[config.mk]
export PLATFORM = sky130hd
export DESIGN_NAME = pixelate_2x2_block_average_top
export DESIGN_NICKNAME = d
export VERILOG_FILES = /design/src/hdl/p2ba_pkg.sv /design/src/hdl/p2ba_ram.sv /design/src/hdl/p2ba_calc.sv /design/src/hdl/p2ba_emit.sv /design/src/hdl/pixelate_2x2_block_average_top.sv
export SDC_FILE = /design/constraint.sdc
export NUM_CORES = 2
export LEC_CHECK = 0
export BUFFER_PORTS_ARGS = -buffer_cell sky130_fd_sc_hd__clkbuf_2
export CORE_MARGIN = 2
export CORE_UTILIZATION = 45
export CTS_BUF_LIST = sky130_fd_sc_hd__clkbuf_8
export CTS_CLUSTER_DIAMETER = 60
export DETAILED_ROUTE_END_ITERATION = 10
export PLACE_DENSITY_LB_ADDON = 0.1
export SYNTH_ARGS = -nofsm -noshare
export SYNTH_HDL_FRONTEND = slang
export SYNTH_HIERARCHICAL = 1
export SYNTH_SLANG_ARGS = --single-unit
[constraint.sdc]
create_clock -name i_clk -period 22.7 [get_ports i_clk]
set_input_delay 4.54 -clock i_clk [delete_from_list [all_inputs] [get_ports i_clk]]
set_output_delay 4.54 -clock i_clk [all_outputs]
set_load 0.01 [all_outputs]
[src/hdl/p2ba_pkg.sv]
package p2ba_pkg;

    // field widths fixed by the stream format
    localparam int PIX_W     = 8;
    localparam int SUM_W     = 9;
    localparam int COORD_W   = 9;
    localparam int CFG_W     = 10;
    localparam int CFG_IDX_W = 1;

    // register indexes
    localparam logic [CFG_IDX_W-1:0] REG_IMAGE_WIDTH  = 1'b0;
    localparam logic [CFG_IDX_W-1:0] REG_IMAGE_HEIGHT = 1'b1;

    // frame size after reset
    localparam logic [CFG_W-1:0] SIZE_RESET = 10'd512;

    // block run queue between the average stage and the output serialiser
    localparam int RUN_DEPTH = 8;
    localparam int RUN_PTR_W = 3;
    localparam int RUN_CNT_W = 4;

    // position bits of a run, in emission order
    localparam int POS_TL = 0;
    localparam int POS_TR = 1;
    localparam int POS_BL = 2;
    localparam int POS_BR = 3;
    localparam int POS_N  = 4;

    // one 2x2 block with the positions it covers
    typedef struct packed {
        logic [COORD_W-1:0] row0;
        logic [COORD_W-1:0] row1;
        logic [COORD_W-1:0] col0;
        logic [COORD_W-1:0] col1;
        logic [PIX_W-1:0]   value;
        logic [POS_N-1:0]   mask;
        logic               eof;
    } t_run;

endpackage

[src/hdl/p2ba_ram.sv]
module p2ba_ram #(
    parameter int WIDTH = 9,
    parameter int DEPTH = 256
) (
    input  logic                                   i_clk,
    input  logic                                   i_wr_en,
    input  logic [((DEPTH > 1) ? $clog2(DEPTH) : 1)-1:0] i_wr_addr,
    input  logic [WIDTH-1:0]                       i_wr_data,
    input  logic                                   i_rd_en,
    input  logic [((DEPTH > 1) ? $clog2(DEPTH) : 1)-1:0] i_rd_addr,
    output logic [WIDTH-1:0]                       o_rd_data
);

    logic [WIDTH-1:0] r_mem [DEPTH];
    logic [WIDTH-1:0] r_rd_data;

    // write port
    always_ff @(posedge i_clk) begin
        if (i_wr_en) begin
            r_mem[i_wr_addr] <= i_wr_data;
        end
    end

    // registered read port
    always_ff @(posedge i_clk) begin
        if (i_rd_en) begin
            r_rd_data <= r_mem[i_rd_addr];
        end
    end

    assign o_rd_data = r_rd_data;

endmodule

[src/hdl/p2ba_calc.sv]
module p2ba_calc #(
    parameter int MAX_WIDTH  = 512,
    parameter int MAX_HEIGHT = 512
) (
    input  logic                                i_clk,
    input  logic                                i_rst_n,
    input  logic                                i_cfg_wr_en,
    input  logic [p2ba_pkg::CFG_IDX_W-1:0]      i_cfg_index,
    input  logic [p2ba_pkg::CFG_W-1:0]          i_cfg_data,
    input  logic                                i_valid,
    output logic                                o_stall,
    input  logic [p2ba_pkg::PIX_W-1:0]          i_pixel,
    input  logic [p2ba_pkg::RUN_CNT_W-1:0]      i_run_count,
    output logic                                o_run_push,
    output p2ba_pkg::t_run                      o_run
);

    localparam int CW         = $clog2(MAX_WIDTH);
    localparam int RW         = $clog2(MAX_HEIGHT);
    localparam int EW         = ((CW > RW) ? CW : RW) + p2ba_pkg::CFG_W;
    localparam int LINE_DEPTH = (MAX_WIDTH + 1) / 2;
    localparam int AW         = (LINE_DEPTH > 1) ? $clog2(LINE_DEPTH) : 1;
    localparam int PW         = p2ba_pkg::PIX_W;
    localparam int SW         = p2ba_pkg::SUM_W;
    localparam int KW         = p2ba_pkg::COORD_W;

    logic [p2ba_pkg::CFG_W-1:0] r_width, r_height;
    logic [CW-1:0]              r_col, n_col;
    logic [RW-1:0]              r_row, n_row;
    logic [PW-1:0]              r_prev;

    // stage b holds the accepted pixel while the line store read returns
    logic                       r_b_valid;
    logic [PW-1:0]              r_b_pixel, r_b_prev;
    logic [SW-1:0]              r_b_sum;
    logic [RW-1:0]              r_b_row;
    logic [CW-1:0]              r_b_col;
    logic                       r_b_odd_row, r_b_odd_col, r_b_last_col, r_b_last_row;

    logic [EW-1:0]              w_width, w_height, w_col_ext, w_row_ext;
    logic                       w_accept, w_odd_col, w_odd_row, w_last_col, w_last_row;
    logic [SW-1:0]              w_sum;
    logic [CW-1:0]              w_idx;
    logic                       w_ram_wr, w_ram_rd;
    logic [SW-1:0]              w_ram_wdata, w_above;
    logic [p2ba_pkg::RUN_CNT_W:0] w_used;

    // effective frame size, zero counts as one, oversize as the maximum
    always_comb begin
        w_width  = EW'(r_width);
        w_height = EW'(r_height);
        if (w_width == '0) begin
            w_width = EW'(1);
        end else if (w_width > EW'(MAX_WIDTH)) begin
            w_width = EW'(MAX_WIDTH);
        end
        if (w_height == '0) begin
            w_height = EW'(1);
        end else if (w_height > EW'(MAX_HEIGHT)) begin
            w_height = EW'(MAX_HEIGHT);
        end
    end

    // position of the incoming pixel
    assign w_col_ext  = EW'(r_col);
    assign w_row_ext  = EW'(r_row);
    assign w_odd_col  = r_col[0];
    assign w_odd_row  = r_row[0];
    assign w_last_col = (w_col_ext + EW'(1)) >= w_width;
    assign w_last_row = (w_row_ext + EW'(1)) >= w_height;
    assign w_sum      = SW'(r_prev) + SW'(i_pixel);
    assign w_idx      = r_col >> 1;

    // room check covers the run that stage b may still push
    assign w_used   = (p2ba_pkg::RUN_CNT_W + 1)'(i_run_count)
                    + (p2ba_pkg::RUN_CNT_W + 1)'(r_b_valid);
    assign o_stall  = w_used >= (p2ba_pkg::RUN_CNT_W + 1)'(p2ba_pkg::RUN_DEPTH);
    assign w_accept = i_valid && !o_stall;

    // even rows write pair sums or a lone last pixel, odd rows read them back
    assign w_ram_wr    = w_accept && !w_odd_row && (w_odd_col || w_last_col);
    assign w_ram_rd    = w_accept && w_odd_row;
    assign w_ram_wdata = w_odd_col ? w_sum : SW'(i_pixel);

    p2ba_ram #(
        .WIDTH (SW),
        .DEPTH (LINE_DEPTH)
    ) u_line (
        .i_clk     (i_clk),
        .i_wr_en   (w_ram_wr),
        .i_wr_addr (w_idx[AW-1:0]),
        .i_wr_data (w_ram_wdata),
        .i_rd_en   (w_ram_rd),
        .i_rd_addr (w_idx[AW-1:0]),
        .o_rd_data (w_above)
    );

    // raster counters, wrap after the last pixel
    always_comb begin
        n_col = r_col + CW'(1);
        n_row = r_row;
        if (w_last_col) begin
            n_col = '0;
            n_row = w_last_row ? '0 : (r_row + RW'(1));
        end
    end

    // configuration and frame position
    always_ff @(posedge i_clk) begin
        if (!i_rst_n) begin
            r_width  <= p2ba_pkg::SIZE_RESET;
            r_height <= p2ba_pkg::SIZE_RESET;
            r_col    <= '0;
            r_row    <= '0;
            r_prev   <= '0;
        end else if (i_cfg_wr_en) begin
            unique case (i_cfg_index)
                p2ba_pkg::REG_IMAGE_WIDTH:  r_width  <= i_cfg_data;
                p2ba_pkg::REG_IMAGE_HEIGHT: r_height <= i_cfg_data;
                default: ;
            endcase
            r_col <= '0;
            r_row <= '0;
        end else if (w_accept) begin
            r_col  <= n_col;
            r_row  <= n_row;
            r_prev <= i_pixel;
        end
    end

    // stage b control
    always_ff @(posedge i_clk) begin
        if (!i_rst_n) begin
            r_b_valid <= 1'b0;
        end else begin
            r_b_valid <= w_accept;
        end
    end

    // stage b payload
    always_ff @(posedge i_clk) begin
        if (w_accept) begin
            r_b_pixel    <= i_pixel;
            r_b_prev     <= r_prev;
            r_b_sum      <= w_sum;
            r_b_row      <= r_row;
            r_b_col      <= r_col;
            r_b_odd_row  <= w_odd_row;
            r_b_odd_col  <= w_odd_col;
            r_b_last_col <= w_last_col;
            r_b_last_row <= w_last_row;
        end
    end

    logic [EW-1:0] w_b_row, w_b_col, w_b_row_m1, w_b_col_m1;
    logic [SW:0]   w_sum4, w_sum2;

    assign w_b_row    = EW'(r_b_row);
    assign w_b_col    = EW'(r_b_col);
    assign w_b_row_m1 = w_b_row - EW'(1);
    assign w_b_col_m1 = w_b_col - EW'(1);
    assign w_sum4     = (SW + 1)'(w_above) + (SW + 1)'(r_b_prev) + (SW + 1)'(r_b_pixel);
    assign w_sum2     = (SW + 1)'(w_above) + (SW + 1)'(r_b_pixel);

    // block average and the positions it covers
    always_comb begin
        o_run      = '0;
        o_run_push = 1'b0;
        priority if (!r_b_odd_row && r_b_odd_col) begin
            o_run_push = r_b_last_row;
            o_run.row0 = w_b_row[KW-1:0];
            o_run.col0 = w_b_col_m1[KW-1:0];
            o_run.col1 = w_b_col[KW-1:0];
            o_run.value = r_b_sum[SW-1:1];
            o_run.mask[p2ba_pkg::POS_TL] = 1'b1;
            o_run.mask[p2ba_pkg::POS_TR] = 1'b1;
        end else if (!r_b_odd_row && r_b_last_col) begin
            o_run_push = r_b_last_row;
            o_run.row0 = w_b_row[KW-1:0];
            o_run.col0 = w_b_col[KW-1:0];
            o_run.value = r_b_pixel;
            o_run.mask[p2ba_pkg::POS_TL] = 1'b1;
        end else if (r_b_odd_row && r_b_odd_col) begin
            o_run_push = 1'b1;
            o_run.row0 = w_b_row_m1[KW-1:0];
            o_run.row1 = w_b_row[KW-1:0];
            o_run.col0 = w_b_col_m1[KW-1:0];
            o_run.col1 = w_b_col[KW-1:0];
            o_run.value = w_sum4[PW+1:2];
            o_run.mask = '1;
        end else if (r_b_odd_row && r_b_last_col) begin
            o_run_push = 1'b1;
            o_run.row0 = w_b_row_m1[KW-1:0];
            o_run.row1 = w_b_row[KW-1:0];
            o_run.col0 = w_b_col[KW-1:0];
            o_run.value = w_sum2[PW:1];
            o_run.mask[p2ba_pkg::POS_TL] = 1'b1;
            o_run.mask[p2ba_pkg::POS_BL] = 1'b1;
        end else begin
            o_run_push = 1'b0;
        end
        o_run.eof  = r_b_last_row && r_b_last_col;
        o_run_push = o_run_push && r_b_valid;
    end

    // an accepted pixel always reaches stage b
    a_accept_to_b: assert property (@(posedge i_clk) disable iff (!i_rst_n)
        (w_accept && !i_cfg_wr_en) |=> r_b_valid)
        else $error("accepted pixel did not reach stage b");

    // odd row and odd column always completes a full block
    a_full_block: assert property (@(posedge i_clk) disable iff (!i_rst_n)
        (r_b_valid && r_b_odd_row && r_b_odd_col) |-> (o_run_push && (o_run.mask == '1)))
        else $error("full block not pushed");

    // a pushed run always covers at least one position
    a_run_nonempty: assert property (@(posedge i_clk) disable iff (!i_rst_n)
        o_run_push |-> (o_run.mask != '0))
        else $error("empty run pushed");

endmodule

[src/hdl/p2ba_emit.sv]
module p2ba_emit (
    input  logic                            i_clk,
    input  logic                            i_rst_n,
    input  logic                            i_run_push,
    input  p2ba_pkg::t_run                  i_run,
    output logic [p2ba_pkg::RUN_CNT_W-1:0]  o_run_count,
    output logic                            o_valid,
    input  logic                            i_stall,
    output logic [p2ba_pkg::COORD_W-1:0]    o_out_row,
    output logic [p2ba_pkg::COORD_W-1:0]    o_out_col,
    output logic [p2ba_pkg::PIX_W-1:0]      o_value,
    output logic                            o_last_of_run,
    output logic                            o_end_of_frame
);

    localparam int KW = p2ba_pkg::COORD_W;
    localparam int NW = p2ba_pkg::POS_N;

    p2ba_pkg::t_run                  r_fifo [p2ba_pkg::RUN_DEPTH];
    logic [p2ba_pkg::RUN_PTR_W-1:0]  r_wr_ptr, r_rd_ptr;
    logic [p2ba_pkg::RUN_CNT_W-1:0]  r_count;
    logic [NW-1:0]                   r_sent;

    logic                            r_out_valid;
    logic [KW-1:0]                   r_out_row, r_out_col;
    logic [p2ba_pkg::PIX_W-1:0]      r_out_value;
    logic                            r_out_last, r_out_eof;

    p2ba_pkg::t_run                  w_head;
    logic [NW-1:0]                   w_left, w_bit, w_rest;
    logic                            w_have, w_load, w_last, w_pop;
    logic [KW-1:0]                   w_row, w_col;

    assign w_head = r_fifo[r_rd_ptr];
    assign w_left = w_head.mask & ~r_sent;
    assign w_have = r_count != '0;
    assign w_load = w_have && (!r_out_valid || !i_stall);

    // next position of the head run, in emission order
    always_comb begin
        w_bit = '0;
        w_row = w_head.row0;
        w_col = w_head.col0;
        priority if (w_left[p2ba_pkg::POS_TL]) begin
            w_bit[p2ba_pkg::POS_TL] = 1'b1;
        end else if (w_left[p2ba_pkg::POS_TR]) begin
            w_bit[p2ba_pkg::POS_TR] = 1'b1;
            w_col = w_head.col1;
        end else if (w_left[p2ba_pkg::POS_BL]) begin
            w_bit[p2ba_pkg::POS_BL] = 1'b1;
            w_row = w_head.row1;
        end else begin
            w_bit[p2ba_pkg::POS_BR] = 1'b1;
            w_row = w_head.row1;
            w_col = w_head.col1;
        end
    end

    assign w_rest = w_left & ~w_bit;
    assign w_last = w_rest == '0;
    assign w_pop  = w_load && w_last;

    // run queue storage
    always_ff @(posedge i_clk) begin
        if (i_run_push) begin
            r_fifo[r_wr_ptr] <= i_run;
        end
    end

    // run queue pointers and position tracking
    always_ff @(posedge i_clk) begin
        if (!i_rst_n) begin
            r_wr_ptr <= '0;
            r_rd_ptr <= '0;
            r_count  <= '0;
            r_sent   <= '0;
        end else begin
            if (i_run_push) begin
                r_wr_ptr <= r_wr_ptr + p2ba_pkg::RUN_PTR_W'(1);
            end
            if (w_pop) begin
                r_rd_ptr <= r_rd_ptr + p2ba_pkg::RUN_PTR_W'(1);
                r_sent   <= '0;
            end else if (w_load) begin
                r_sent <= r_sent | w_bit;
            end
            r_count <= r_count + p2ba_pkg::RUN_CNT_W'(i_run_push)
                               - p2ba_pkg::RUN_CNT_W'(w_pop);
        end
    end

    // output beat valid
    always_ff @(posedge i_clk) begin
        if (!i_rst_n) begin
            r_out_valid <= 1'b0;
        end else if (w_load) begin
            r_out_valid <= 1'b1;
        end else if (!i_stall) begin
            r_out_valid <= 1'b0;
        end
    end

    // output beat payload
    always_ff @(posedge i_clk) begin
        if (w_load) begin
            r_out_row   <= w_row;
            r_out_col   <= w_col;
            r_out_value <= w_head.value;
            r_out_last  <= w_last;
            r_out_eof   <= w_last && w_head.eof;
        end
    end

    assign o_run_count    = r_count;
    assign o_valid        = r_out_valid;
    assign o_out_row      = r_out_row;
    assign o_out_col      = r_out_col;
    assign o_value        = r_out_value;
    assign o_last_of_run  = r_out_last;
    assign o_end_of_frame = r_out_eof;

    // queue never overflows
    a_no_overflow: assert property (@(posedge i_clk) disable iff (!i_rst_n)
        i_run_push |-> (r_count < p2ba_pkg::RUN_CNT_W'(p2ba_pkg::RUN_DEPTH)
                        || w_pop))
        else $error("run queue overflow");

    // frame end only on the last beat of a run
    a_eof_last: assert property (@(posedge i_clk) disable iff (!i_rst_n)
        (r_out_valid && r_out_eof) |-> r_out_last)
        else $error("end of frame without last of run");

    // a popped run leaves no positions marked as sent
    a_pop_clears: assert property (@(posedge i_clk) disable iff (!i_rst_n)
        w_pop |=> (r_sent == '0))
        else $error("sent mask not cleared after pop");

endmodule

[src/hdl/pixelate_2x2_block_average_top.sv]
// a pixel that completes a block passes stage b, the run queue and the output register
// before its first result beat; the further beats of that block follow one a cycle unless stalled
// throughput: one pixel a cycle while the block run queue has room; the output port
// moves one beat a cycle unless stalled, so odd rows (4 beats per 2 pixels) wait on it
// reset: synchronous active low, clears counters, queue and valids, size back to 512x512
module pixelate_2x2_block_average_top #(
    parameter int MAX_WIDTH  = 512,
    parameter int MAX_HEIGHT = 512
) (
    input  logic                            i_clk,
    input  logic                            i_rst_n,
    input  logic                            i_cfg_wr_en,
    input  logic [p2ba_pkg::CFG_IDX_W-1:0]  i_cfg_index,
    input  logic [p2ba_pkg::CFG_W-1:0]      i_cfg_data,
    input  logic                            i_valid,
    output logic                            o_stall,
    input  logic [p2ba_pkg::PIX_W-1:0]      i_pixel,
    output logic                            o_valid,
    input  logic                            i_stall,
    output logic [p2ba_pkg::COORD_W-1:0]    o_out_row,
    output logic [p2ba_pkg::COORD_W-1:0]    o_out_col,
    output logic [p2ba_pkg::PIX_W-1:0]      o_value,
    output logic                            o_last_of_run,
    output logic                            o_end_of_frame
);

    logic                            w_run_push;
    p2ba_pkg::t_run                  w_run;
    logic [p2ba_pkg::RUN_CNT_W-1:0]  w_run_count;

    // pixel position, line store and block average
    p2ba_calc #(
        .MAX_WIDTH  (MAX_WIDTH),
        .MAX_HEIGHT (MAX_HEIGHT)
    ) u_calc (
        .i_clk       (i_clk),
        .i_rst_n     (i_rst_n),
        .i_cfg_wr_en (i_cfg_wr_en),
        .i_cfg_index (i_cfg_index),
        .i_cfg_data  (i_cfg_data),
        .i_valid     (i_valid),
        .o_stall     (o_stall),
        .i_pixel     (i_pixel),
        .i_run_count (w_run_count),
        .o_run_push  (w_run_push),
        .o_run       (w_run)
    );

    // run queue and output serialiser
    p2ba_emit u_emit (
        .i_clk          (i_clk),
        .i_rst_n        (i_rst_n),
        .i_run_push     (w_run_push),
        .i_run          (w_run),
        .o_run_count    (w_run_count),
        .o_valid        (o_valid),
        .i_stall        (i_stall),
        .o_out_row      (o_out_row),
        .o_out_col      (o_out_col),
        .o_value        (o_value),
        .o_last_of_run  (o_last_of_run),
        .o_end_of_frame (o_end_of_frame)
    );

endmodule
# [Word-level counts from Yosys, hierarchy flattened]
# Memories as Yosys holds them, arrays and structs flattened. A register that Yosys moved wholly into a read port is not among the register bits.
# Cells that the tools add are included.
[word_totals] regBits=137 mem_bits_rw=2696 inputBits=24 output_inout_bits=30 elab_cells=134 memories=2
[mem_list] memory="u_calc.u_line.r_mem" depth=256 width=9 rd=1 rd_clocked_by_memory_dff=1 wr=1 line_no="p2ba_ram.sv:14" rtl="logic [WIDTH-1:0] r_mem [DEPTH];"
[mem_list] memory="u_emit.r_fifo" depth=8 width=49 rd=1 rd_clocked_by_memory_dff=1 wr=1 line_no="p2ba_emit.sv:19" rtl="p2ba_pkg::t_run r_fifo [p2ba_pkg::RUN_DEPTH];"
[classes] addsub=15 order_cmp=5 eq_ne=1 n_mux=48 bitwise=8 n_reduce_logical=30
[ops] operator="2-to-1 mux 9 bit" count=15
[ops] operator="2-to-1 mux 27 bit" count=2
[ops] operator="2-to-1 mux 10 bit" count=3
[ops] operator="2-to-1 mux 26 bit" count=1
[ops] operator="2-to-1 mux 8 bit" count=3
[ops] operator="adder 9 x 1 -> 10 bit (second input constant)" count=2
[ops] operator="greater-than comparator 10 bit (second input constant)" count=2
[ops] operator="zero test 10 bit" count=2
[ops] operator=">= comparator 19 x 10 -> 1 bit" count=1
[ops] operator=">= comparator 19 bit" count=1
[ops] operator="2-to-1 mux 19 bit" count=1
[ops] operator="adder 9 x 1 -> 9 bit (second input constant)" count=2
[ops] operator="subtractor 9 x 1 -> 9 bit (second input constant)" count=2
[ops] operator="2-to-1 mux 1 bit" count=16
[ops] operator="logical AND 1 bit" count=13
[ops] operator="2-to-1 mux 3 bit" count=4
[ops] operator="adder 10 x 8 -> 10 bit" count=1
[ops] operator="adder 9 x 8 -> 10 bit" count=1
[ops] operator="adder 8 x 8 -> 9 bit" count=1
[ops] operator="adder 9 x 8 -> 9 bit" count=1
[ops] operator="AND 4 bit" count=2
[ops] operator="inverter 4 bit" count=2
[ops] operator="AND reduction 2 bit" count=4
[ops] operator="adder 3 x 1 -> 3 bit (second input constant)" count=2
[ops] operator="other kinds (13)" count=23

# [Depth between registers and ports, before layout]
[depth] ltp_word=11 mapped_depth=16 mapped_depth_nobuf=13

# [By module]
# The synthesis kept the hierarchy.
[modules_own_cells] mod="p2ba_ram" instances=1 cells_each=4237 area_each_um2=89368.2 seq_area_each_um2=69456.6
[modules_own_cells] mod="p2ba_emit" instances=1 cells_each=731 area_each_um2=16639.7 seq_area_each_um2=12972.4
[modules_own_cells] mod="p2ba_calc" instances=1 cells_each=620 area_each_um2=5709.2 seq_area_each_um2=2262.2

# [Worst setup path after synthesis]
# Ideal clock, no wire load.
[synth_timing] kind="input to register" start="input i_pixel[0] (netlist bit)" end="memory u_calc.u_line.r_mem[0][8], data pin" arrival_ps=15973 required_ps=20426 slack_ps=4453 cell_stages=9 path_cell_list="ha_1 inv_1 fa_1 nor2b_1 o21a_1 o21a_1 o31a_1 o21ai_0 a21boi_0"
[synth_between] elab_chain_len=2
[synth_rtl] item="start: declaration" line_no="pixelate_2x2_block_average_top.sv:17" rtl="input logic [p2ba_pkg::PIX_W-1:0] i_pixel,"
[synth_rtl] item="adder 8 x 8 -> 9 bit" line_no="p2ba_calc.sv:71" rtl="assign w_sum = SW'(r_prev) + SW'(i_pixel);"
[synth_rtl] item="2-to-1 mux 9 bit" line_no="p2ba_calc.sv:83" rtl="assign w_ram_wdata = w_odd_col ? w_sum : SW'(i_pixel);"
[synth_rtl] item="via u_calc.w_ram_wdata[8]" line_no="p2ba_calc.sv:45" rtl="logic [SW-1:0] w_ram_wdata, w_above;"
[synth_rtl] item="end: declaration" line_no="p2ba_ram.sv:14"
# The timed path passes the listed nets, and every way through them passes these cells.

# [Final worst setup path]
[layout_timing] start="input i_pixel[0] (netlist bit)" end="memory u_calc.u_line.r_mem[154][8], data pin"
# Same word-level chain as after synthesis.

==> flow_summary.json <==
{
  "status": "complete, no violations",
  "dieWidth_um": 502,
  "avgRoutedWirePerCell_um": 30.5,
  "synth_async_sr_flop_share_pct": 0,
  "seqPwrFrac_pct": 54.7,
  "r2r_slack_ps": 16070,
  "p_clk_share_pct": 37.8,
  "drive_above_1_share_pct": 22.4,
  "ir_drop_mv": 0.0499,
  "synth-seq-cells": 2842,
  "h-tree-depth": 5,
  "grt-ovfl-total": 0,
  "min_period_over_period_pct": 32.9,
  "layout.nets": 6002,
  "worstPathArrival_ps": 8160,
  "ctsHoldBuffers": 0,
  "comb_power_share_pct": 7.4,
  "regArea_um2": 84700,
  "cts_root_buf": "clkbuf_8",
  "cts_buffer_depth": 4,
  "leakagePower_nw": 37.7,
  "vias": 56400,
  "worstHoldPathCells": 0,
  "worstMarginPinSlew_ps": 1370,
  "pin_count": 54,
  "crit_type": "in2reg",
  "cp-start-kind": "primary input",
  "syn_inst": 5588,
  "cp.required_ps": 23400,
  "place_congestion": 0.856,
  "p_int_mw": 8.38,
  "core_area_um2": 246000,
  "start_util_pct": 45.3,
  "power_density_nw_per_um2": 88.5,
  "syn_to_final_growth_pct": 11.1,
  "grt_start_max_net_pins": 195,
  "fin_total_pwr_mw": 11.0,
  "slew_headroom_pct": 8.20,
  "drc": 0,
  "clock_skew_ps": 110,
  "path_max_fanout": 166,
  "yosys_warnings": 6,
  "dieHeight_um": 502,
  "rr_worst_depth": 9,
  "ys_seq_area_share_pct": 75.8,
  "grt_use_total_pct": 23.1,
  "grt_pass1_vias": 57399,
  "p_switching_mw": 2.61,
  "fmax_ghz": 0.134,
  "std_cell_rows": 182,
  "cts_setup_buffers": 0,
  "ys_types": 79,
  "netlist_area_um2": 112000,
  "drt-total-wl_um": 292000,
  "cts_inserted_buffers": 473,
  "setup_viol": 0,
  "final_cells": 9591,
  "maxSlewViolCount": 0,
  "cts_sinks": 2842,
  "setup_tns_ps": 0,
  "grt_first_pass_wirelength_um": 419000,
  "syn_area_per_cell_um2": 20.0,
  "path_clk_slew_ps": 60,
  "synth_edf_count": 2777,
  "crit_path_end_kind": "flip-flop",
  "pre_cts_ws_ps": 14230,
  "cts_tree": "built",
  "cts_resized": 0,
  "hpwl_um": 172000,
  "via_per_inst": 5.88,
  "fillers": 20146,
  "antenna_found_initial": 16,
  "setup_ws_ps": 15230,
  "fin_crit_ps": 7470,
  "dp.cells": 8747,
  "rsz0062_at_grt": "no",
  "hold_class": "reg2reg",
  "final_antenna_net_count": 0,
  "maxCapViolCount": 0,
  "drt_pre_antenna_iters": 5,
  "port-buffer-count": 53,
  "drt_iter0_drc": 5924,
  "design.die.area_um2": 252000,
  "hold_violations": 0,
  "multi_input_area_um2": 25300,
  "p_sw_share_pct": 23.7,
  "finish.utilization_pct": 50.4,
  "synth_flop_cell": "edfxtp_1",
  "clk_latency_ps": 1160
}
[path summary, 6_finish.rpt]
path / start / to
setup reg to reg: u_calc/r_col[1] / u_calc/u_line/o_rd_data[7]
hold reg to reg: u_calc/r_prev[4] / u_calc/r_b_prev[4]
hold / removal: u_calc/r_prev[4] / u_calc/r_b_prev[4]
setup / recovery: i_pixel[0] / u_calc/u_line/r_mem[154][8]
[stage by stage]
step           area [µm²]  hold WS (ps)
2_1_floorplan      112000           428
3_3_place_gp       115000           447
3_5_place_dp       115000           454
4_1_cts            124000           452
5_1_grt            124000           461
6_report           124000           443
[cells in the mapped netlist (10+ instances only)]
cell / n / share of area [%]
o22ai_1: 70 / 0.39
mux2_2: 44 / 0.44
clkbuf_1: 149 / 0.50
a211o_1: 14 / 0.11
fa_1: 11 / 0.20
buf_8: 12 / 0.16
o31a_1: 10 / 0.078
xor2_1: 20 / 0.16
o21ai_0: 64 / 0.29
nor3_1: 32 / 0.14
nor4_1: 31 / 0.17
nor2_1: 366 / 1.2
inv_1: 28 / 0.094
buf_4: 35 / 0.24
nand4_1: 16 / 0.090
a21oi_1: 157 / 0.70
xnor2_1: 22 / 0.17
buf_2: 64 / 0.29
nand3_1: 46 / 0.21
buf_1: 19 / 0.064
a22oi_1: 176 / 1.2
buf_6: 30 / 0.30
a31oi_1: 21 / 0.12
nand2b_1: 20 / 0.11
and3_1: 22 / 0.12
ha_1: 57 / 0.64
nand2_1: 139 / 0.47
a211oi_1: 30 / 0.20
mux2i_1: 203 / 1.8
a22o_1: 18 / 0.14
and2_1: 25 / 0.14
nor2b_1: 52 / 0.29
a221oi_1: 22 / 0.17
edfxtp_1: 2777 / 75
o221ai_1: 35 / 0.27
mux4_2: 565 / 11
dfxtp_1: 65 / 1.2
[routing by layer]
| layer | up-vias | routed length, µm | global-route usage [%] |
|---|---|---|---|
| met1 | 29967 | 127000 | 33.3 |
| met3 | 477 | 19800 | 4.35 |
| li1 | 23775 | - | - |
| met4 | 4 | 7520 | 6.44 |
| met2 | 2177 | 138000 | 36.1 |
| met5 | - | 27 | 0 |
[cell families after synthesis]
family	after synthesis	share of synthesized area, %
buffers and inverters	347	1.77
XOR/XNOR	42	0.329
flip-flops	2842	75.8
AND/OR/NAND/NOR	791	3.26
adder cells (fa/ha/maj)	68	0.835
multiplexers	824	13.9
AO/OA/AOI/OAI	673	4.10
other	1	0.00336
[power by group through the flow]
| stage | sequential [mW] | clock, mW | combinational, mW |
|---|---|---|---|
| floorplan | 6.11 | 0 | 0.528 |
| global placement | 6.12 | 0 | 0.824 |
| detailed placement | 6.12 | 0 | 0.832 |
| CTS | 6.01 | 4.27 | 0.833 |
| global route | 6.02 | 4.49 | 0.887 |
| finish | 6.01 | 4.16 | 0.815 |
[cell usage in the layout, fill, tap and decap left out, types with 29 or more instances in the layout]
cell type	n
clkbuf_8	479
nor4_1	31
clkbuf_2	53
mux2_2	37
nor2_1	358
o21ai_0	64
a22oi_1	176
nand3_1	46
a21oi_1	155
inv_1	168
clkinv_2	67
nor2b_1	48
nand2_1	138
buf_4	99
o22ai_1	70
edfxtp_1	2777
a211oi_1	30
nor3_1	29
ha_1	57
mux2i_1	202
o221ai_1	35
dfxtp_1	54
clkinv_1	118
mux4_2	565
[flip-flops by register name, summed over array words and instances, names as in the netlist, 8 cells and up, named ones only]
signal / cells
u_emit/o_out_row: 9
u_emit/o_value: 8
u_calc/u_line/o_rd_data: 9
u_calc/r_b_row: 9
u_calc/r_height: 10
u_calc/u_line/r_mem: 2304
u_calc/r_b_sum: 8
u_calc/r_prev: 8
u_emit/r_fifo: 392
u_calc/r_width: 10
u_calc/r_col: 9
u_calc/r_b_pixel: 8
u_emit/o_out_col: 9
u_calc/r_b_col: 9
u_calc/r_b_prev: 8
u_calc/r_row: 9
[worst max-delay path: stages]
cell and delay [ps]:
clkbuf_2 140, ha_1 210, inv_1 70, fa_1 410, nor2b_1 140, o21a_1 140, o21a_1 160, o31a_1 160
o21ai_0 170, a21boi_4 220, buf_12 530, buf_4 910
[layout make-up]
class                   instances  share of cell area, %
diodes                         11                 0.0222
repair buffers                161                  0.958
multi-input cells            2400                   20.4
inverters                      32                 0.0968
flip-flops and latches       2842                   68.3
clock inverters               354                   1.58
clock buffers                 479                   5.31
well taps                    3312                   3.34
Power figures use the tool's default switching activity.
